[src/rtl/hd44780_four_bit_sequencer_top_macros.svh]
// assertion macros shared by the display sequencer
`ifndef HD44780_FOUR_BIT_SEQUENCER_TOP_MACROS_SVH
`define HD44780_FOUR_BIT_SEQUENCER_TOP_MACROS_SVH

`ifndef ASSERT_OFF

// same-cycle implication, checked outside reset
`define HDSEQ_ASSERT_IMP(lbl, ante, cons, msg) \
  lbl: assert property (@(posedge clk) disable iff (rst) (ante) |-> (cons)) else $error(msg);

// next-cycle implication, checked outside reset
`define HDSEQ_ASSERT_NXT(lbl, ante, cons, msg) \
  lbl: assert property (@(posedge clk) disable iff (rst) (ante) |=> (cons)) else $error(msg);

`else

`define HDSEQ_ASSERT_IMP(lbl, ante, cons, msg)
`define HDSEQ_ASSERT_NXT(lbl, ante, cons, msg)

`endif

`endif

[src/rtl/hdseq_pkg.sv]
`default_nettype none

package hdseq_pkg;

  // operation codes on the request channel
  localparam logic [2:0] OP_TICK   = 3'd0;
  localparam logic [2:0] OP_CMD    = 3'd1;
  localparam logic [2:0] OP_DATA   = 3'd2;
  localparam logic [2:0] OP_CURSOR = 3'd3;
  localparam logic [2:0] OP_CLEAR  = 3'd4;
  localparam logic [2:0] OP_INIT   = 3'd5;

  localparam logic [7:0] LINE0_BASE = 8'h80;
  localparam logic [7:0] LINE1_BASE = 8'hC0;

  localparam logic [19:0] TICKS_PER_MS_RESET = 20'd16000;

  // step program: power-on sequence, clear starts part way in
  localparam logic [3:0] PROG_LEN   = 4'd12;
  localparam logic [3:0] PROG_CLEAR = 4'd10;

  typedef enum logic [2:0] {
    KIND_TICK,
    KIND_BYTE,
    KIND_CLEAR,
    KIND_INIT,
    KIND_NONE
  } item_kind_t;

  typedef struct packed {
    item_kind_t kind;
    logic [7:0] byte_val;
    logic       rs;
  } item_t;

  typedef struct packed {
    logic full;
    logic empty;
  } queue_status_t;

  typedef enum logic [3:0] {
    PH_IDLE    = 4'b0001,
    PH_EN_HIGH = 4'b0010,
    PH_EN_LOW  = 4'b0100,
    PH_WAIT    = 4'b1000
  } phase_t;

  typedef enum logic [1:0] {
    ST_WAIT,
    ST_NIB,
    ST_BYTE
  } step_kind_t;

  function automatic step_kind_t prog_kind(input logic [3:0] step);
    step_kind_t k;
    case (step)
      4'd0, 4'd2, 4'd4, 4'd11: k = ST_WAIT;
      4'd1, 4'd3, 4'd5, 4'd6:  k = ST_NIB;
      default:                 k = ST_BYTE;
    endcase
    return k;
  endfunction

  // power-on wait of step 0 comes from a parameter and is not in here
  function automatic logic [7:0] prog_val(input logic [3:0] step);
    logic [7:0] v;
    case (step)
      4'd1, 4'd3, 4'd5: v = 8'h30;
      4'd2:             v = 8'd5;
      4'd4:             v = 8'd1;
      4'd6:             v = 8'h20;
      4'd7:             v = 8'h28;
      4'd8:             v = 8'h0C;
      4'd9:             v = 8'h06;
      4'd10:            v = 8'h01;
      4'd11:            v = 8'd2;
      default:          v = 8'd0;
    endcase
    return v;
  endfunction

endpackage

`default_nettype wire

[src/rtl/hdseq_ifs.sv]
`default_nettype none

interface hdseq_req_if;
  logic       valid;
  logic       ready;
  logic [2:0] operation;
  logic [7:0] byte_value;
  logic       row;
  logic [5:0] col;
  modport source (output valid, operation, byte_value, row, col, input ready);
  modport sink (input valid, operation, byte_value, row, col, output ready);
endinterface

interface hdseq_res_if;
  logic       valid;
  logic       ready;
  logic       rs_line;
  logic       enable_line;
  logic [3:0] data_nibble;
  logic       busy_res;
  logic       accepted;
  modport source (output valid, rs_line, enable_line, data_nibble, busy_res, accepted,
                  input ready);
  modport sink (input valid, rs_line, enable_line, data_nibble, busy_res, accepted,
                output ready);
endinterface

interface hdseq_cfg_if;
  logic        valid;
  logic        ready;
  logic [19:0] ticks_per_ms;
  modport source (output valid, ticks_per_ms, input ready);
  modport sink (input valid, ticks_per_ms, output ready);
endinterface

`default_nettype wire

[src/rtl/hd44780_four_bit_sequencer_top.sv]
// channel | role   | payload
// req     | sink   | operation, byte_value, row, col
// res     | source | rs_line, enable_line, data_nibble, busy_res, accepted
// cfg     | sink   | ticks_per_ms (write only, always ready)
//
// one beat in and one beat out per cycle, sustained while res.ready is high;
// an item taken is written into the queue, executed from it by the back
// stage and then held in the result register until its result beat is taken
// execute settles one item per cycle when not stalled: counter step and compare
// rst is synchronous; ticks_per_ms returns to 16000, the display goes idle
// a stalled result holds the execute stage; the queue keeps taking items
// until QUEUE_DEPTH are waiting, then req.ready drops
`default_nettype none

module hd44780_four_bit_sequencer_top #(
  parameter int unsigned POWER_ON_MS = 50,
  parameter int unsigned QUEUE_DEPTH = 2
) (
  input wire logic     clk,
  input wire logic     rst,
  hdseq_req_if.sink    req,
  hdseq_res_if.source  res,
  hdseq_cfg_if.sink    cfg
);

  `include "hd44780_four_bit_sequencer_top_macros.svh"

  // timing base register, used from the next executed tick on
  logic [19:0] ticks_per_ms;

  hdseq_pkg::queue_status_t q_status;
  hdseq_pkg::item_t         push_item;
  hdseq_pkg::item_t         pop_item;
  logic                     push;
  logic                     pop;

  assign cfg.ready = 1'b1;

  always_ff @(posedge clk) begin
    if (rst) begin
      ticks_per_ms <= hdseq_pkg::TICKS_PER_MS_RESET;
    end else if (cfg.valid && cfg.ready) begin
      ticks_per_ms <= cfg.ticks_per_ms;
    end
  end

  // front: take requests and decode them, cursor address worked out here
  hdseq_front u_front (
    .req       (req),
    .q_status  (q_status),
    .push      (push),
    .push_item (push_item)
  );

  // short queue between decode and execute
  hdseq_fifo #(
    .DEPTH (QUEUE_DEPTH)
  ) u_fifo (
    .clk       (clk),
    .rst       (rst),
    .push      (push),
    .push_item (push_item),
    .pop       (pop),
    .pop_item  (pop_item),
    .status    (q_status)
  );

  // back: pin latches, millisecond timing and the init/clear step program
  hdseq_back #(
    .POWER_ON_MS (POWER_ON_MS)
  ) u_back (
    .clk          (clk),
    .rst          (rst),
    .ticks_per_ms (ticks_per_ms),
    .item         (pop_item),
    .q_status     (q_status),
    .pop          (pop),
    .res          (res)
  );

  // a taken request always leaves something in progress
  `HDSEQ_ASSERT_IMP(a_accept_busy, res.valid && res.accepted, res.busy_res, "accepted but idle")
  // strobe high only inside a transfer
  `HDSEQ_ASSERT_IMP(a_enable_busy, res.valid && res.enable_line, res.busy_res, "enable while idle")
  // queue flags never both set
  `HDSEQ_ASSERT_IMP(a_queue_flags, 1'b1, !(q_status.full && q_status.empty), "queue full and empty")
  // nothing is popped from an empty queue
  `HDSEQ_ASSERT_IMP(a_pop_empty, pop, !q_status.empty, "pop from empty queue")

endmodule

`default_nettype wire

[src/rtl/hdseq_front.sv]
`default_nettype none

module hdseq_front (
  hdseq_req_if.sink                     req,
  input  wire hdseq_pkg::queue_status_t q_status,
  output logic                          push,
  output hdseq_pkg::item_t              push_item
);

  assign req.ready = !q_status.full;
  assign push      = req.valid && req.ready;

  always_comb begin
    push_item.byte_val = req.byte_value;
    push_item.rs       = 1'b0;
    case (req.operation)
      hdseq_pkg::OP_TICK: begin
        push_item.kind = hdseq_pkg::KIND_TICK;
      end
      hdseq_pkg::OP_CMD: begin
        push_item.kind = hdseq_pkg::KIND_BYTE;
      end
      hdseq_pkg::OP_DATA: begin
        push_item.kind = hdseq_pkg::KIND_BYTE;
        push_item.rs   = 1'b1;
      end
      hdseq_pkg::OP_CURSOR: begin
        // line base plus column, tops out at 0xff
        push_item.kind     = hdseq_pkg::KIND_BYTE;
        push_item.byte_val = (req.row ? hdseq_pkg::LINE1_BASE : hdseq_pkg::LINE0_BASE)
                             + {2'b00, req.col};
      end
      hdseq_pkg::OP_CLEAR: begin
        push_item.kind = hdseq_pkg::KIND_CLEAR;
      end
      hdseq_pkg::OP_INIT: begin
        push_item.kind = hdseq_pkg::KIND_INIT;
      end
      default: begin
        push_item.kind = hdseq_pkg::KIND_NONE;
      end
    endcase
  end

endmodule

`default_nettype wire

[src/rtl/hdseq_fifo.sv]
`default_nettype none

module hdseq_fifo #(
  parameter int unsigned DEPTH = 2
) (
  input  wire logic                 clk,
  input  wire logic                 rst,
  input  wire logic                 push,
  input  wire hdseq_pkg::item_t     push_item,
  input  wire logic                 pop,
  output hdseq_pkg::item_t          pop_item,
  output hdseq_pkg::queue_status_t  status
);

  localparam int unsigned PW = (DEPTH > 1) ? $clog2(DEPTH) : 1;
  localparam int unsigned CW = $clog2(DEPTH + 1);
  localparam logic [PW-1:0] LAST = PW'(DEPTH - 1);
  localparam logic [CW-1:0] FULL_COUNT = CW'(DEPTH);

  hdseq_pkg::item_t entries [DEPTH];
  logic [PW-1:0] wr_ptr;
  logic [PW-1:0] rd_ptr;
  logic [CW-1:0] count;

  assign status.full  = (count == FULL_COUNT);
  assign status.empty = (count == '0);
  assign pop_item     = entries[rd_ptr];

  always_ff @(posedge clk) begin
    if (push) begin
      entries[wr_ptr] <= push_item;
    end
  end

  always_ff @(posedge clk) begin
    if (rst) begin
      wr_ptr <= '0;
      rd_ptr <= '0;
      count  <= '0;
    end else begin
      if (push) begin
        wr_ptr <= (wr_ptr == LAST) ? '0 : wr_ptr + 1'b1;
      end
      if (pop) begin
        rd_ptr <= (rd_ptr == LAST) ? '0 : rd_ptr + 1'b1;
      end
      if (push && !pop) begin
        count <= count + 1'b1;
      end else if (pop && !push) begin
        count <= count - 1'b1;
      end
    end
  end

endmodule

`default_nettype wire

[src/rtl/hdseq_back.sv]
`default_nettype none

module hdseq_back #(
  parameter int unsigned POWER_ON_MS = 50
) (
  input  wire logic                     clk,
  input  wire logic                     rst,
  input  wire logic [19:0]              ticks_per_ms,
  input  wire hdseq_pkg::item_t         item,
  input  wire hdseq_pkg::queue_status_t q_status,
  output logic                          pop,
  hdseq_res_if.source                   res
);

  localparam logic [7:0] POWER_ON_VAL = 8'(POWER_ON_MS);

  hdseq_pkg::phase_t phase, phase_next;
  logic [19:0] tick_count, tick_count_next;
  logic [5:0]  ms_left, ms_left_next;
  logic [7:0]  held_byte, held_byte_next;
  logic        low_nibble_next, low_nibble_next_next;
  logic        rs_latch, rs_latch_next;
  logic        enable_latch, enable_latch_next;
  logic [3:0]  nibble_latch, nibble_latch_next;
  logic [3:0]  init_step, init_step_next;
  logic        acc;

  logic        do_step;
  logic [3:0]  step_k;
  logic [7:0]  step_val;
  logic [19:0] limit;
  logic [19:0] tick_inc;
  logic        is_idle;

  logic        out_valid;

  assign is_idle  = (phase == hdseq_pkg::PH_IDLE);
  assign limit    = (ticks_per_ms == '0) ? 20'd1 : ticks_per_ms;
  assign tick_inc = tick_count + 20'd1;
  assign step_val = (step_k == '0) ? POWER_ON_VAL : hdseq_pkg::prog_val(step_k);

  // output register frees up when empty or being taken
  assign pop = !q_status.empty && (!out_valid || res.ready);

  always_comb begin
    phase_next           = phase;
    tick_count_next      = tick_count;
    ms_left_next         = ms_left;
    held_byte_next       = held_byte;
    low_nibble_next_next = low_nibble_next;
    rs_latch_next        = rs_latch;
    enable_latch_next    = enable_latch;
    nibble_latch_next    = nibble_latch;
    init_step_next       = init_step;
    acc                  = 1'b0;
    do_step              = 1'b0;
    step_k               = init_step;

    case (item.kind)
      hdseq_pkg::KIND_TICK: begin
        if (!is_idle) begin
          if (tick_inc < limit) begin
            tick_count_next = tick_inc;
          end else begin
            tick_count_next = '0;
            if (ms_left > 6'd1) begin
              ms_left_next = ms_left - 6'd1;
            end else if (phase == hdseq_pkg::PH_EN_HIGH) begin
              enable_latch_next = 1'b0;
              phase_next        = hdseq_pkg::PH_EN_LOW;
              ms_left_next      = 6'd2;
            end else if (phase == hdseq_pkg::PH_EN_LOW && low_nibble_next) begin
              // second half of the byte
              low_nibble_next_next = 1'b0;
              nibble_latch_next    = held_byte[3:0];
              enable_latch_next    = 1'b1;
              phase_next           = hdseq_pkg::PH_EN_HIGH;
              ms_left_next         = 6'd1;
            end else begin
              do_step = 1'b1;
            end
          end
        end
      end
      hdseq_pkg::KIND_BYTE: begin
        if (is_idle) begin
          acc                  = 1'b1;
          init_step_next       = hdseq_pkg::PROG_LEN;
          held_byte_next       = item.byte_val;
          rs_latch_next        = item.rs;
          low_nibble_next_next = 1'b1;
          nibble_latch_next    = item.byte_val[7:4];
          enable_latch_next    = 1'b1;
          phase_next           = hdseq_pkg::PH_EN_HIGH;
          ms_left_next         = 6'd1;
          tick_count_next      = '0;
        end
      end
      hdseq_pkg::KIND_CLEAR: begin
        if (is_idle) begin
          acc     = 1'b1;
          step_k  = hdseq_pkg::PROG_CLEAR;
          do_step = 1'b1;
        end
      end
      hdseq_pkg::KIND_INIT: begin
        if (is_idle) begin
          acc           = 1'b1;
          step_k        = '0;
          rs_latch_next = 1'b0;
          do_step       = 1'b1;
        end
      end
      default: begin
      end
    endcase

    // advance the step program
    if (do_step) begin
      tick_count_next = '0;
      if (step_k >= hdseq_pkg::PROG_LEN) begin
        init_step_next    = step_k;
        phase_next        = hdseq_pkg::PH_IDLE;
        enable_latch_next = 1'b0;
        ms_left_next      = '0;
      end else begin
        init_step_next = step_k + 4'd1;
        case (hdseq_pkg::prog_kind(step_k))
          hdseq_pkg::ST_WAIT: begin
            enable_latch_next = 1'b0;
            phase_next        = hdseq_pkg::PH_WAIT;
            ms_left_next      = step_val[5:0];
          end
          hdseq_pkg::ST_NIB: begin
            rs_latch_next        = 1'b0;
            low_nibble_next_next = 1'b0;
            nibble_latch_next    = step_val[7:4];
            enable_latch_next    = 1'b1;
            phase_next           = hdseq_pkg::PH_EN_HIGH;
            ms_left_next         = 6'd1;
          end
          default: begin
            held_byte_next       = step_val;
            rs_latch_next        = 1'b0;
            low_nibble_next_next = 1'b1;
            nibble_latch_next    = step_val[7:4];
            enable_latch_next    = 1'b1;
            phase_next           = hdseq_pkg::PH_EN_HIGH;
            ms_left_next         = 6'd1;
          end
        endcase
      end
    end
  end

  always_ff @(posedge clk) begin
    if (rst) begin
      phase           <= hdseq_pkg::PH_IDLE;
      tick_count      <= '0;
      ms_left         <= '0;
      held_byte       <= '0;
      low_nibble_next <= 1'b0;
      rs_latch        <= 1'b0;
      enable_latch    <= 1'b0;
      nibble_latch    <= '0;
      init_step       <= '0;
      out_valid       <= 1'b0;
    end else begin
      if (pop) begin
        phase           <= phase_next;
        tick_count      <= tick_count_next;
        ms_left         <= ms_left_next;
        held_byte       <= held_byte_next;
        low_nibble_next <= low_nibble_next_next;
        rs_latch        <= rs_latch_next;
        enable_latch    <= enable_latch_next;
        nibble_latch    <= nibble_latch_next;
        init_step       <= init_step_next;
        out_valid       <= 1'b1;
      end else if (res.ready) begin
        out_valid <= 1'b0;
      end
    end
  end

  always_ff @(posedge clk) begin
    if (pop) begin
      res.rs_line     <= rs_latch_next;
      res.enable_line <= enable_latch_next;
      res.data_nibble <= nibble_latch_next;
      res.busy_res    <= (phase_next != hdseq_pkg::PH_IDLE);
      res.accepted    <= acc;
    end
  end

  assign res.valid = out_valid;

endmodule

`default_nettype wire
[src/flat_wrapper.sv]
// flat-port wrapper written by rule: the top's interface ports become plain ports
module hd44780_four_bit_sequencer_top_flat 
#(
  parameter int unsigned POWER_ON_MS = 50,
  parameter int unsigned QUEUE_DEPTH = 2
)
  (clk, rst, req_valid, req_operation, req_byte_value, req_row, req_col, req_ready, res_valid, res_rs_line, res_enable_line, res_data_nibble, res_busy_res, res_accepted, res_ready, cfg_valid, cfg_ticks_per_ms, cfg_ready);
  hdseq_req_if req_i ();
  hdseq_res_if res_i ();
  hdseq_cfg_if cfg_i ();
  input wire logic clk;
  input wire logic rst;
  input wire logic [$bits(req_i.valid)-1:0] req_valid;
  input wire logic [$bits(req_i.operation)-1:0] req_operation;
  input wire logic [$bits(req_i.byte_value)-1:0] req_byte_value;
  input wire logic [$bits(req_i.row)-1:0] req_row;
  input wire logic [$bits(req_i.col)-1:0] req_col;
  output wire logic [$bits(req_i.ready)-1:0] req_ready;
  output wire logic [$bits(res_i.valid)-1:0] res_valid;
  output wire logic [$bits(res_i.rs_line)-1:0] res_rs_line;
  output wire logic [$bits(res_i.enable_line)-1:0] res_enable_line;
  output wire logic [$bits(res_i.data_nibble)-1:0] res_data_nibble;
  output wire logic [$bits(res_i.busy_res)-1:0] res_busy_res;
  output wire logic [$bits(res_i.accepted)-1:0] res_accepted;
  input wire logic [$bits(res_i.ready)-1:0] res_ready;
  input wire logic [$bits(cfg_i.valid)-1:0] cfg_valid;
  input wire logic [$bits(cfg_i.ticks_per_ms)-1:0] cfg_ticks_per_ms;
  output wire logic [$bits(cfg_i.ready)-1:0] cfg_ready;
  assign req_i.valid = req_valid;
  assign req_i.operation = req_operation;
  assign req_i.byte_value = req_byte_value;
  assign req_i.row = req_row;
  assign req_i.col = req_col;
  assign req_ready = req_i.ready;
  assign res_valid = res_i.valid;
  assign res_rs_line = res_i.rs_line;
  assign res_enable_line = res_i.enable_line;
  assign res_data_nibble = res_i.data_nibble;
  assign res_busy_res = res_i.busy_res;
  assign res_accepted = res_i.accepted;
  assign res_i.ready = res_ready;
  assign cfg_i.valid = cfg_valid;
  assign cfg_i.ticks_per_ms = cfg_ticks_per_ms;
  assign cfg_ready = cfg_i.ready;
  hd44780_four_bit_sequencer_top #(.POWER_ON_MS(POWER_ON_MS), .QUEUE_DEPTH(QUEUE_DEPTH)) u_core (.clk(clk), .rst(rst), .req(req_i), .res(res_i), .cfg(cfg_i));
endmodule
[config.mk]
export PLATFORM = sky130hd
export DESIGN_NAME = hd44780_four_bit_sequencer_top_flat
export DESIGN_NICKNAME = d
export VERILOG_FILES = /design/src/rtl/hdseq_pkg.sv /design/src/rtl/hdseq_ifs.sv /design/src/rtl/hd44780_four_bit_sequencer_top.sv /design/src/rtl/hdseq_front.sv /design/src/rtl/hdseq_fifo.sv /design/src/rtl/hdseq_back.sv /design/src/flat_wrapper.sv
export VERILOG_INCLUDE_DIRS = /design/src /design/src/rtl
export SDC_FILE = /design/constraint.sdc
export NUM_CORES = 1
export LEC_CHECK = 0
export ABC_AREA = 0
export BUFFER_PORTS_ARGS = -buffer_cell sky130_fd_sc_hd__buf_4
export CORE_ASPECT_RATIO = 0.6
export CORE_MARGIN = 1
export CORE_UTILIZATION = 64
export DETAILED_ROUTE_END_ITERATION = 6
export GPL_TIMING_DRIVEN = 0
export MAX_ROUTING_LAYER = met4
export PLACE_DENSITY = 0.85
export REMOVE_ABC_BUFFERS = 1
export SLEW_MARGIN = 25
export SYNTH_ARGS = -nofsm -noshare
export SYNTH_HDL_FRONTEND = slang
export SYNTH_SLANG_ARGS = --single-unit
[constraint.sdc]
create_clock -name clk -period 8.1 [get_ports clk]
set_input_delay 0.405 -clock clk [delete_from_list [all_inputs] [get_ports clk]]
set_output_delay 0.405 -clock clk [all_outputs]
set_load 0.02 [all_outputs]
==> qor.csv, run 1 <==
stage,metric,value,unit
synth,ys_warn_count,0,
sta,fin_setup_tns,0,ns
clock_tree,htreeDepth,3,
setup_path,reg2reg_depth,15,
clock_tree,cts_sinks,103,
synth,synthTopCellsByArea,"dfxtp_1 (24%), edfxtp_1 (16%), mux2i_1 (6.4%)",
power_and_ir_drop,switchingPower,0.798,mW
place,dpl_cell_area,0.00623,mm^2
run,maxCapViolCount,0,
sta,fin_crit_sh,60.7,%
run_status,status,"complete, but fails checks",
synth,async_flop_share,0,%
power_and_ir_drop,switching_share,40.6,%
clock_tree,insertion_delay,0.36,ns
worst_hold_path,holdPathStages,3,
sta,skew,0.0111,ns
die,num_rows,26,
worst_hold_path,min_to,u_core.ticks_per_ms[11]$_SDFFE_PP1P_,
synth,syn_avg_cell_area,9.08,um^2
sta,slew_violations,0,
global_route,grt_util_met3,7.56,%
detailed_routing,routed_wl,14.6,mm
sta,worst_pin_slew,0.971,ns
detailed_routing,drc,4,
setup_path,timing.rr.end,u_core.u_back.res.enable_line$_DFFE_PP_,
global_route,grt_pass1_wl,24.0,mm
power_and_ir_drop,seq_power_share,37.1,%
place,detailedPlace.worstSlack,3.36,ns
setup_path,reg2reg_slack,3.18,ns
setup_path,cp.arrival,5.00,ns
global_route,grt_pass1_vias,4734,
synth,synth_common_cells,"dfxtp_1 (71), nor2_1 (69), nand2_1 (60), a21oi_1 (44), mux2i_1 (37)",
die,start_util,67.4,%
clock_tree,cts_buffer_depth,2,
detailed_routing,num_vias,5113,
setup_path,crit_fanout,9,
clock_tree,cts_hold_buf,0,
layout,drive_above_1_share,14.5,%
detailed_routing,drt_iter0_markers,776,
synth,synth_top_area_cell,dfxtp_1,
detailed_routing,viasPerCell,6.43,
global_route,gr-usage-met2,45.6,%
global_route,grt_overflow,0,
power_and_ir_drop,ir_drop,0.245,mV
setup_path,start_kind,flip-flop,
die,core_area,0.00865,mm^2
global_route,grtUsageMet1,48.5,%
setup_path,end_kind,flip-flop,
global_route,top_usage_layer,met1,
worst_hold_path,hold_path.class,in2reg,
sta,setup_ws,3.18,ns
detailed_routing,wl_per_cell,18.4,um
die,die_x,125,um
place,portBuffers,52,
clock_tree,clkTransAtPathRegs,0.07,ns
detailed_routing,drtPass1Iterations,7,
synth,synth_ff_type,dfxtp_1,
sta,setup_viol,0,
die,io_pins,54,
sta,max_freq,203,MHz
clock_tree,cts-resized-gates,0,
synth,synth_top_area_share,24.4,%
place,gp_congestion,0.902,
sta,rsz0062_at_grt,no,
synth,synthDistinctLibCells,69,
synth,netlist_instances,642,
power_and_ir_drop,power.total,1.96,mW
layout,fin_nets,750,
setup_path,criticalPathCategory,reg2reg,
sta,fin_hold_ws,0.271,ns
power_and_ir_drop,p_leak,2.71,nW
synth,ys_seq_area_share,40.9,%
global_route,grt_start_max_net_pins,47,
synth,synth.most_common_cell,dfxtp_1,
power_and_ir_drop,p_comb_share,41.7,%
layout,fin_area,0.00651,mm^2
run_status,violations,design-rule violations,
setup_path,crit_required,8.18,ns
synth,synth_edf_count,32,
clock_tree,cts_tree,done,
place,dp_hpwl,10.5,mm
sta,hold_violations,0,
clock_tree,numCtsBuffers,9,
power_and_ir_drop,power_density,302,mW/mm^2
clock_tree,cts_setup_buffers,0,
layout,nFillCells,604,
die,dieArea,0.00950,mm^2
worst_hold_path,hold_start,cfg_ticks_per_ms[11],
sta,relSlewSlack,34.9,%
synth,ys_ff_latch,103,
die,fp.dieH,75.9,um
layout,syn_to_final_growth,11.7,%
detailed_routing,drtAntennaViolNets,0,
power_and_ir_drop,clockPowerShare,21.2,%
power_and_ir_drop,internal_power,1.17,mW
sta,min_period,4.92,ns
global_route,grt_usage,33.1,%
layout,diodes,0,
clock_tree,clockRootBuffer,clkbuf_16,
global_route,antenna_found_initial,0,
synth,netlist_area,0.00583,mm^2
setup_path,regToRegStartpoint,u_core.u_back.tick_count[0]$_SDFFE_PP0P_,
==> metal layers <==
layer / up-vias / share of wire [%]
met3: 32 / 11
met1: 2386 / 46
met5: - / 0
met4: 0 / 1.5
li1: 2387 / -
met2: 308 / 41
==> final cells by class <==
class                   count  area (um^2)  share of cell area (%)
multi-input cells         477         3190                    49.0
repair buffers             52          390                    6.00
clock inverters             7         52.6                   0.807
clock buffers               9          225                    3.46
flip-flops and latches    103         2380                    36.6
well taps                 112          140                    2.15
inverters                  35          131                    2.02
==> power by group through the flow <==
stage	sequential, mW	clock [mW]	combinational, mW
floorplan	0.741	0	0.542
global placement	0.729	0	0.763
detailed placement	0.736	0	0.791
CTS	0.725	0.417	0.798
global route	0.739	0.441	0.888
finish	0.728	0.417	0.819
==> logic make-up (layout without fill, tap and decap cells) <==
family | after synthesis | count (layout) | share of synthesized area [%]
AO/OA/AOI/OAI | 140 | 140 | 15.3
XOR/XNOR | 25 | 25 | 3.76
adder cells (fa/ha/maj) | 29 | 29 | 6.23
buffers and inverters | 62 | 103 | 4.62
flip-flops | 103 | 103 | 40.9
multiplexers | 48 | 48 | 8.48
other | 1 | 1 | 0.0643
AND/OR/NAND/NOR | 234 | 234 | 20.7
==> cells in the final DEF (no fill, tap or decap), types with 6 or more instances in the layout <==
| cell | synthesis | final |
|---|---|---|
| nand2b_1 | 11 | 11 |
| a211oi_1 | 6 | 6 |
| o21ai_0 | 29 | 28 |
| nor2_1 | 69 | 68 |
| a21oi_1 | 44 | 43 |
| nand3_1 | 18 | 18 |
| clkbuf_16 | 0 | 9 |
| a22oi_1 | 6 | 6 |
| nor3_1 | 10 | 10 |
| mux2_2 | 11 | 11 |
| and3_1 | 14 | 14 |
| xnor2_1 | 13 | 13 |
| inv_1 | 35 | 34 |
| nor4_1 | 7 | 7 |
| o211ai_1 | 13 | 13 |
| xor2_1 | 12 | 12 |
| ha_1 | 29 | 29 |
| dfxtp_1 | 71 | 71 |
| nand2_1 | 60 | 60 |
| mux2i_1 | 37 | 37 |
| nand4_1 | 8 | 8 |
| buf_4 | 1 | 52 |
| edfxtp_1 | 32 | 32 |
| a31oi_1 | 7 | 7 |
==> sequential cells by signal (all words and copies together) (netlist names), 2 cells and up, named ones only <==
signal                         flops
u_core.u_fifo.entries             24
u_core.u_back.nibble_latch         4
u_core.ticks_per_ms               20
u_core.u_back.ms_left              6
u_core.u_back.init_step            4
u_core.u_fifo.count                2
u_core.u_back.phase                4
u_core.u_back.res.data_nibble      4
u_core.u_back.held_byte            4
u_core.u_back.tick_count          20
==> critical path: stages, from the launching register on <==
cell and delay (ns):
dfxtp_1 0.43, nand4_1 0.20, nor4_1 0.81, and2_1 0.34, nand4_1 0.22, nor2_1 0.22
xor2_1 0.22, ha_1 0.29, nand4_1 0.16, nor3_1 0.09, a2bb2oi_1 0.23, nand2_1 0.17
or2_2 0.42, a31oi_1 0.45, a21boi_1 0.26, o21ai_0 0.11
==> worst max-delay path by stage <==
stage	startpoint	to	depth (start not counted)
4_1_cts	u_core.u_back.tick_count[0]$_SDFFE_PP0P_	u_core.u_back.res.enable_line$_DFFE_PP_	15
3_5_place_dp	u_core.u_back.tick_count[0]$_SDFFE_PP0P_	u_core.u_back.res.enable_line$_DFFE_PP_	15
6_report	u_core.u_back.tick_count[0]$_SDFFE_PP0P_	u_core.u_back.res.enable_line$_DFFE_PP_	15
3_3_place_gp	u_core.u_back.tick_count[0]$_SDFFE_PP0P_	u_core.u_back.res.enable_line$_DFFE_PP_	15
5_1_grt	u_core.u_back.tick_count[2]$_SDFFE_PP0P_	u_core.u_back.res.enable_line$_DFFE_PP_	15
2_1_floorplan	u_core.u_back.tick_count[0]$_SDFFE_PP0P_	u_core.u_back.res.data_nibble[1]$_DFFE_PP_	16
==> per-stage QoR <==
step | cells | utilization, %
after floorplan | 615 | -
after global placement | 779 | 71.9
after detailed placement | 779 | 72.0
after CTS | 795 | 75.2
after global routing | 795 | 75.2
final | 795 | 75.2
No activity file was read; power rests on OpenSTA's default activity.
==> run 2, diff against run 1 <==
--- a/config.mk
+++ b/config.mk
@@ -10,11 +10,11 @@
 export BUFFER_PORTS_ARGS = -buffer_cell sky130_fd_sc_hd__buf_4
 export CORE_ASPECT_RATIO = 0.6
 export CORE_MARGIN = 1
-export CORE_UTILIZATION = 64
+export CORE_UTILIZATION = 54
 export DETAILED_ROUTE_END_ITERATION = 6
 export GPL_TIMING_DRIVEN = 0
 export MAX_ROUTING_LAYER = met4
-export PLACE_DENSITY = 0.85
+export PLACE_DENSITY = 0.76
 export REMOVE_ABC_BUFFERS = 1
 export SLEW_MARGIN = 25
 export SYNTH_ARGS = -nofsm -noshare
==> constraint.sdc (replaced) <==
create_clock -name clk -period 4.5 [get_ports clk]
set_input_delay 0.225 -clock clk [delete_from_list [all_inputs] [get_ports clk]]
set_output_delay 0.225 -clock clk [all_outputs]
set_load 0.02 [all_outputs]
==> run 2 against run 1 <==
Compared with the run above:
- final area is 1.5% higher
- first-iteration DRC count is 51% lower
- clock skew is 0.0020 ns lower
- core utilization is 10 points lower
- sequential power is 79% higher
- the flow still finishes with violations (design-rule violations)
- critical endpoint unchanged
- routed wire length is 1.9% lower
- die area is 18% higher
- critical path depth is 1 higher
- maximum frequency is 15% higher
- total power is 81% higher
- critical path type unchanged
==> qor.csv, run 2 (same netlist as run 1, synthesis figures left out) <==
stage,metric,value,unit
run_status,status,"complete, but fails checks",
run_status,violations,design-rule violations,
sta,max_freq,234,MHz
layout,diodes,0,
setup_path,critPathBufInv,0,
die,dieArea,0.0112,mm^2
place,dp_hpwl,10.4,mm
clock_tree,cts_buffer_depth,2,
setup_path,end_kind,flip-flop,
die,num_rows,28,
global_route,grt_pass1_vias,4526,
layout,top_register,u_core.u_fifo.entries,
layout,ff_latch_area,0.00238,mm^2
detailed_routing,drt_iter0_markers,381,
global_route,grt_usage,27.3,%
die,die_x,136,um
setup_path,start_kind,flip-flop,
clock_tree,clockRootBuffer,clkbuf_16,
setup_path,cpMaxStageDelayCell,or2_2,
sta,fin_setup_tns,0,ns
die,fp.dieH,82.5,um
setup_path,cp_num_cells,16,
sta,setup_viol,0,
clock_tree,cts_sinks,103,
global_route,grt_pass1_wl,22.5,mm
layout,final_common_cell,dfxtp_1,
sta,skew,0.00904,ns
global_route,grt_overflow,0,
power_and_ir_drop,power_density,538,mW/mm^2
detailed_routing,drc,6,
sta,min_period,4.26,ns
layout,drive_above_1_share,15.9,%
detailed_routing,routed_wl,14.3,mm
place,portBuffers,52,
setup_path,crit_fanout,9,
sta,fin_crit_sh,94.8,%
sta,relSlewSlack,32.4,%
clock_tree,insertion_delay,0.35,ns
detailed_routing,viasPerCell,6.07,
die,io_pins,54,
die,start_util,57.4,%
layout,fin_nets,752,
detailed_routing,wl_per_cell,17.5,um
sta,slew_violations,0,
setup_path,crit_required,4.58,ns
clock_tree,cts_tree,done,
place,dpl_cell_area,0.00625,mm^2
setup_path,max_stage_delay,0.40,ns
detailed_routing,drtAntennaViolNets,0,
clock_tree,numCtsBuffers,9,
global_route,grt_start_max_net_pins,47,
run,maxCapViolCount,0,
setup_path,crit_chain,ha_1 -> and3_1 -> and4_2 -> and3_1 -> and3_2 -> nand3_1 -> xnor2_1 -> ha_1 -> nand4_1 -> nor3_1 -> a2bb2oi_2 -> nand2_2 -> or2_2 -> a31oi_2 -> a21boi_1 -> o21ai_0,
setup_path,cp.arrival,4.34,ns
setup_path,reg2reg_depth,16,
setup_path,criticalPathCategory,reg2reg,
worst_hold_path,holdPathStages,3,
sta,fin_hold_ws,0.0938,ns
sta,worst_pin_slew,1.01,ns
global_route,antenna_found_initial,0,
place,gp_congestion,0.930,
layout,multi_input_area,0.00324,mm^2
layout,syn_to_final_growth,13.4,%
layout,final_cell_mix,"dfxtp_1 (70), nor2_1 (69), nand2_1 (58)",
setup_path,critPathTopFamily,simple AND/OR/NAND/NOR gates,
clock_tree,htreeDepth,3,
detailed_routing,num_vias,4979,
layout,reg_top3,"u_core.u_fifo.entries (24), u_core.ticks_per_ms (20), u_core.u_back.tick_count (20)",
clock_tree,clkTransAtPathRegs,0.07,ns
die,core_area,0.0102,mm^2
sta,hold_violations,0,
layout,nFillCells,861,
worst_hold_path,hold_path.class,in2reg,
layout,final_util,65.0,%
detailed_routing,drtPass1Iterations,7,
power_and_ir_drop,ir_drop,0.448,mV
power_and_ir_drop,p_leak,2.76,nW
layout,largest_register_ffs,24,
layout,fin_area,0.00661,mm^2
==> run 2: cell count changes in the layout (fill, tap and decap cells not counted), sizes merged <==
cell / delta
clkbuf: +1
inv: +1
buf: +2
clkinv: -2
==> run 2: metrics by stage <==
| stage | setup WS, ns | std cells | power [mW] |
|---|---|---|---|
| finish | 0.235 | 820 | 3.55 |
| global route | -0.0106 | 820 | 3.74 |
| CTS | 0.00447 | 818 | 3.52 |
| detailed placement | -0.168 | 802 | 2.75 |
| global placement | -0.00376 | 802 | 2.70 |
| floorplan | 0.713 | 615 | 2.31 |
==> run 2: worst min-delay path, delay by kind of cell <==
kind	cells	cell delay (ns)
buffers and inverters	1	0.08
AO/OA/AOI/OAI	1	0.06
AND/OR/NAND/NOR	1	0.05
==> run 2: power breakdown <==
part           switching (mW)  internal (mW)
combinational           0.926          0.567
clock                   0.372          0.385
sequential              0.143           1.16
total                    1.44           2.11
==> run 2: path summary, 6_finish.rpt <==
| kind | from | endpoint | slack (ns) |
|---|---|---|---|
| min reg2reg | u_core.u_back.init_step[1]$_SDFFE_PP0P_ | u_core.u_back.init_step[1]$_SDFFE_PP0P_ | 0.49 |
| max | u_core.u_back.tick_count[0]$_SDFFE_PP0P_ | u_core.u_back.res.enable_line$_DFFE_PP_ | 0.24 |
| min | cfg_ticks_per_ms[7] | u_core.ticks_per_ms[7]$_SDFFE_PP1P_ | 0.09 |
| max reg2reg | u_core.u_back.tick_count[0]$_SDFFE_PP0P_ | u_core.u_back.res.enable_line$_DFFE_PP_ | 0.24 |
==> run 2: cell type report <==
cell class,instances,share of cell area (%)
Clock buffer,10,3.46
Clock inverter,6,0.795
Inverter,35,1.99
Multi-Input combinational cell,477,49.0
Sequential cell,103,36.1
Tap cell,135,2.56
Timing Repair Buffer,54,6.13
==> run 2: what timing repair did <==
| item | 4_1_cts | 5_1_grt |
|---|---|---|
| hold buffers | 0 | 0 |
| endpoints found under the setup margin | 14 | 38 |
| resized for setup | 3 | 10 |
| pin swaps | 0 | 2 |
| gates cloned | 0 | 0 |
| hold endpoints to repair | 0 | 0 |
| setup buffers | 0 | 1 |
==> run 2: metal layers <==
| layer | share of wire [%] | up-vias | global-route usage, % |
|---|---|---|---|
| li1 | - | 2395 | - |
| met1 | 48 | 2338 | 38.0 |
| met2 | 41 | 224 | 38.0 |
| met3 | 10 | 22 | 7.88 |
| met4 | 1.2 | 0 | 8.00 |
| met5 | 0 | - | - |
==> run 3, diff against run 2 <==
--- a/config.mk
+++ b/config.mk
@@ -19,4 +19,5 @@
 export SLEW_MARGIN = 25
 export SYNTH_ARGS = -nofsm -noshare
 export SYNTH_HDL_FRONTEND = slang
+export SYNTH_HIERARCHICAL = 1
 export SYNTH_SLANG_ARGS = --single-unit
==> constraint.sdc (replaced) <==
create_clock -name clk -period 4.5 [get_ports clk]
set_input_delay 0.675 -clock clk [delete_from_list [all_inputs] [get_ports clk]]
set_output_delay 0.675 -clock clk [all_outputs]
set_load 0.02 [all_outputs]
==> run 3 against run 2 <==
Compared with the run above:
- first-iteration DRC count is 55% higher
- critical path depth is 1 lower
- via count is 9.0% higher
- the run now ends clean
- largest cell class unchanged
- largest power group unchanged
- core utilization is 0.75 points lower
- critical path type unchanged
==> qor.csv, run 3 <==
stage,metric,value,unit
run_status,status,completed,
setup_path,crit_fanout,13,
power_and_ir_drop,switching_share,43.1,%
layout,drive_above_1_share,17.5,%
synth,ys_ff_latch,103,
die,io_pins,54,
sta,fin_crit_sh,96.3,%
global_route,grt_start_max_net_pins,65,
sta,hold_violations,0,
synth,synthDistinctLibCells,79,
global_route,grt_pass1_vias,5045,
detailed_routing,drtPass1Iterations,5,
power_and_ir_drop,internal_power,2.15,mW
synth,syn_avg_cell_area,9.06,um^2
clock_tree,insertion_delay,0.35,ns
die,core_area,0.0108,mm^2
synth,async_flop_share,0,%
power_and_ir_drop,p_comb_share,46.3,%
synth,netlist_area,0.00614,mm^2
run,maxCapViolCount,0,
synth,synth_edf_count,32,
power_and_ir_drop,seq_power_share,34.2,%
layout,diodes,0,
global_route,grt_overflow,0,
setup_path,criticalPathCategory,reg2reg,
place,portBuffers,52,
detailed_routing,drc,0,
layout,syn_to_final_growth,13.2,%
detailed_routing,viasPerCell,6.30,
die,num_rows,29,
synth,synth_common_cells,"dfxtp_1 (71), nor2_1 (64), nand2_1 (53), a21oi_1 (39), inv_1 (35)",
layout,nFillCells,880,
die,die_x,140,um
setup_path,start_kind,flip-flop,
power_and_ir_drop,p_leak,2.83,nW
power_and_ir_drop,ir_drop,0.299,mV
synth,synthTopCellsByArea,"dfxtp_1 (23%), edfxtp_1 (16%), ha_1 (5.9%)",
synth,synth_top_area_share,23.2,%
clock_tree,cts_sinks,103,
die,fp.dieH,84.6,um
power_and_ir_drop,clockPowerShare,19.5,%
sta,skew,0.0104,ns
die,start_util,56.8,%
clock_tree,cts_buffer_depth,2,
detailed_routing,num_vias,5425,
sta,min_period,4.33,ns
layout,final_common_cell,dfxtp_1,
die,dieArea,0.0118,mm^2
setup_path,crit_required,4.73,ns
setup_path,end_kind,flip-flop,
clock_tree,clkTransAtPathRegs,0.07,ns
worst_hold_path,hold_path.class,reg2reg,
setup_path,cp.arrival,4.57,ns
global_route,antenna_found_initial,0,
global_route,grt_pass1_wl,25.3,mm
clock_tree,numCtsBuffers,9,
sta,slew_violations,0,
place,gp_congestion,0.929,
layout,final_cell_mix,"dfxtp_1 (70), nor2_1 (63), buf_4 (57)",
power_and_ir_drop,switchingPower,1.62,mW
sta,max_freq,231,MHz
detailed_routing,wl_per_cell,18.5,um
global_route,grt_usage,28.2,%
sta,setup_viol,0,
layout,top_register,u_core/u_fifo/entries,
sta,fin_setup_tns,0,ns
place,dp_hpwl,11.3,mm
clock_tree,htreeDepth,3,
sta,relSlewSlack,38.8,%
layout,largest_register_ffs,24,
clock_tree,cts_tree,done,
clock_tree,clockRootBuffer,clkbuf_16,
synth,synth_ff_type,dfxtp_1,
sta,setup_ws,0.166,ns
place,detailedPlace.worstSlack,-0.600,ns
synth,netlist_instances,678,
sta,worst_pin_slew,0.911,ns
detailed_routing,routed_wl,15.9,mm
layout,reg_top3,"u_core/u_fifo/entries (24), u_core/ticks_per_ms (20), u_core/u_back/tick_count (20)",
power_and_ir_drop,power_density,543,mW/mm^2
synth,ys_warn_count,6,
layout,fin_nets,789,
detailed_routing,drtAntennaViolNets,0,
power_and_ir_drop,power.total,3.77,mW
layout,final_util,64.3,%
synth,synth.most_common_cell,dfxtp_1,
synth,synth_top_area_cell,dfxtp_1,
synth,ys_seq_area_share,38.8,%
detailed_routing,drt_iter0_markers,591,
-- run 3: kinds of logic after synthesis --
group	share of synthesized area, %
simple gates	21.3
buf+inv	5.16
flops	38.8
other cells	0.0611
fa+ha+maj	5.91
xor+xnor	3.71
mux	6.09
compound gates	19.0
-- run 3: metal layers --
metal / vias to the layer above / global-route usage, % / routed length [um]
met4: 0 / 7.99 / 217
met2: 261 / 40.4 / 6810
li1: 2566 / - / -
met1: 2572 / 38.9 / 7390
met3: 26 / 7.42 / 1520
met5: - / - / 0
-- run 3: metrics by stage --
stage	hold WS [ns]	cells	instance area, um^2
floorplan	0.437	646	5960
global placement	0.451	837	6530
detailed placement	0.467	837	6530
CTS	0.477	857	6880
global route	0.494	861	6950
finish	0.480	861	6950
-- run 3: critical path, stage by stage (launching register included) --
cell and delay, ns:
dfxtp_1 0.43, ha_2 0.28, and2_1 0.18, and4_2 0.33
and4_2 0.31, nand3_1 0.12, xnor2_1 0.18, ha_1 0.31
nand4_1 0.22, nor4_4 0.39, nand2_1 0.22, o2111ai_4 0.27
buf_12 0.17, a21o_1 0.21, nand2_1 0.22, a221o_1 0.37
-- run 3: power groups by stage --
stage | clock network, mW | registers, mW | logic, mW
after floorplan | 0 | 1.32 | 1.11
after global routing | 0.789 | 1.31 | 1.85
final | 0.736 | 1.29 | 1.75
after detailed placement | 0 | 1.31 | 1.64
after CTS | 0.746 | 1.29 | 1.66
after global placement | 0 | 1.29 | 1.58
-- run 3: what timing repair did --
| action | in CTS | in global routing |
|---|---|---|
| gates cloned | 1 | 0 |
| buffers inserted | 3 | 4 |
| gates resized for setup | 4 | 8 |
| pin swaps | 2 | 3 |
| endpoints found under the setup margin | 52 | 52 |
| hold buffers | 0 | 0 |
-- run 3: area by class of cell --
cell class / instances / area, um^2 / area share [%]
clock inverter: 5 / 31.3 / 0.450
sequential: 103 / 2380 / 34.3
clock buffer: 11 / 243 / 3.49
inverter: 37 / 139 / 2.00
multi-input combinational: 507 / 3510 / 50.5
tap: 139 / 174 / 2.50
timing repair buffer: 59 / 468 / 6.73
-- run 3: worst paths after layout --
| check | from | end | slack, ns | cells after the start |
|---|---|---|---|---|
| max | u_core/u_back/tick_count[0]$_SDFFE_PP0P_ | u_core/u_back/phase[0]$_SDFFE_PP1P_ | 0.17 | 15 |
| min | u_core/u_back/rs_latch$_SDFFE_PP0P_ | u_core/u_back/rs_latch$_SDFFE_PP0P_ | 0.48 | 2 |
| max reg2reg | u_core/u_back/tick_count[0]$_SDFFE_PP0P_ | u_core/u_back/phase[0]$_SDFFE_PP1P_ | 0.17 | 15 |
| min reg2reg | u_core/u_back/rs_latch$_SDFFE_PP0P_ | u_core/u_back/rs_latch$_SDFFE_PP0P_ | 0.48 | 2 |
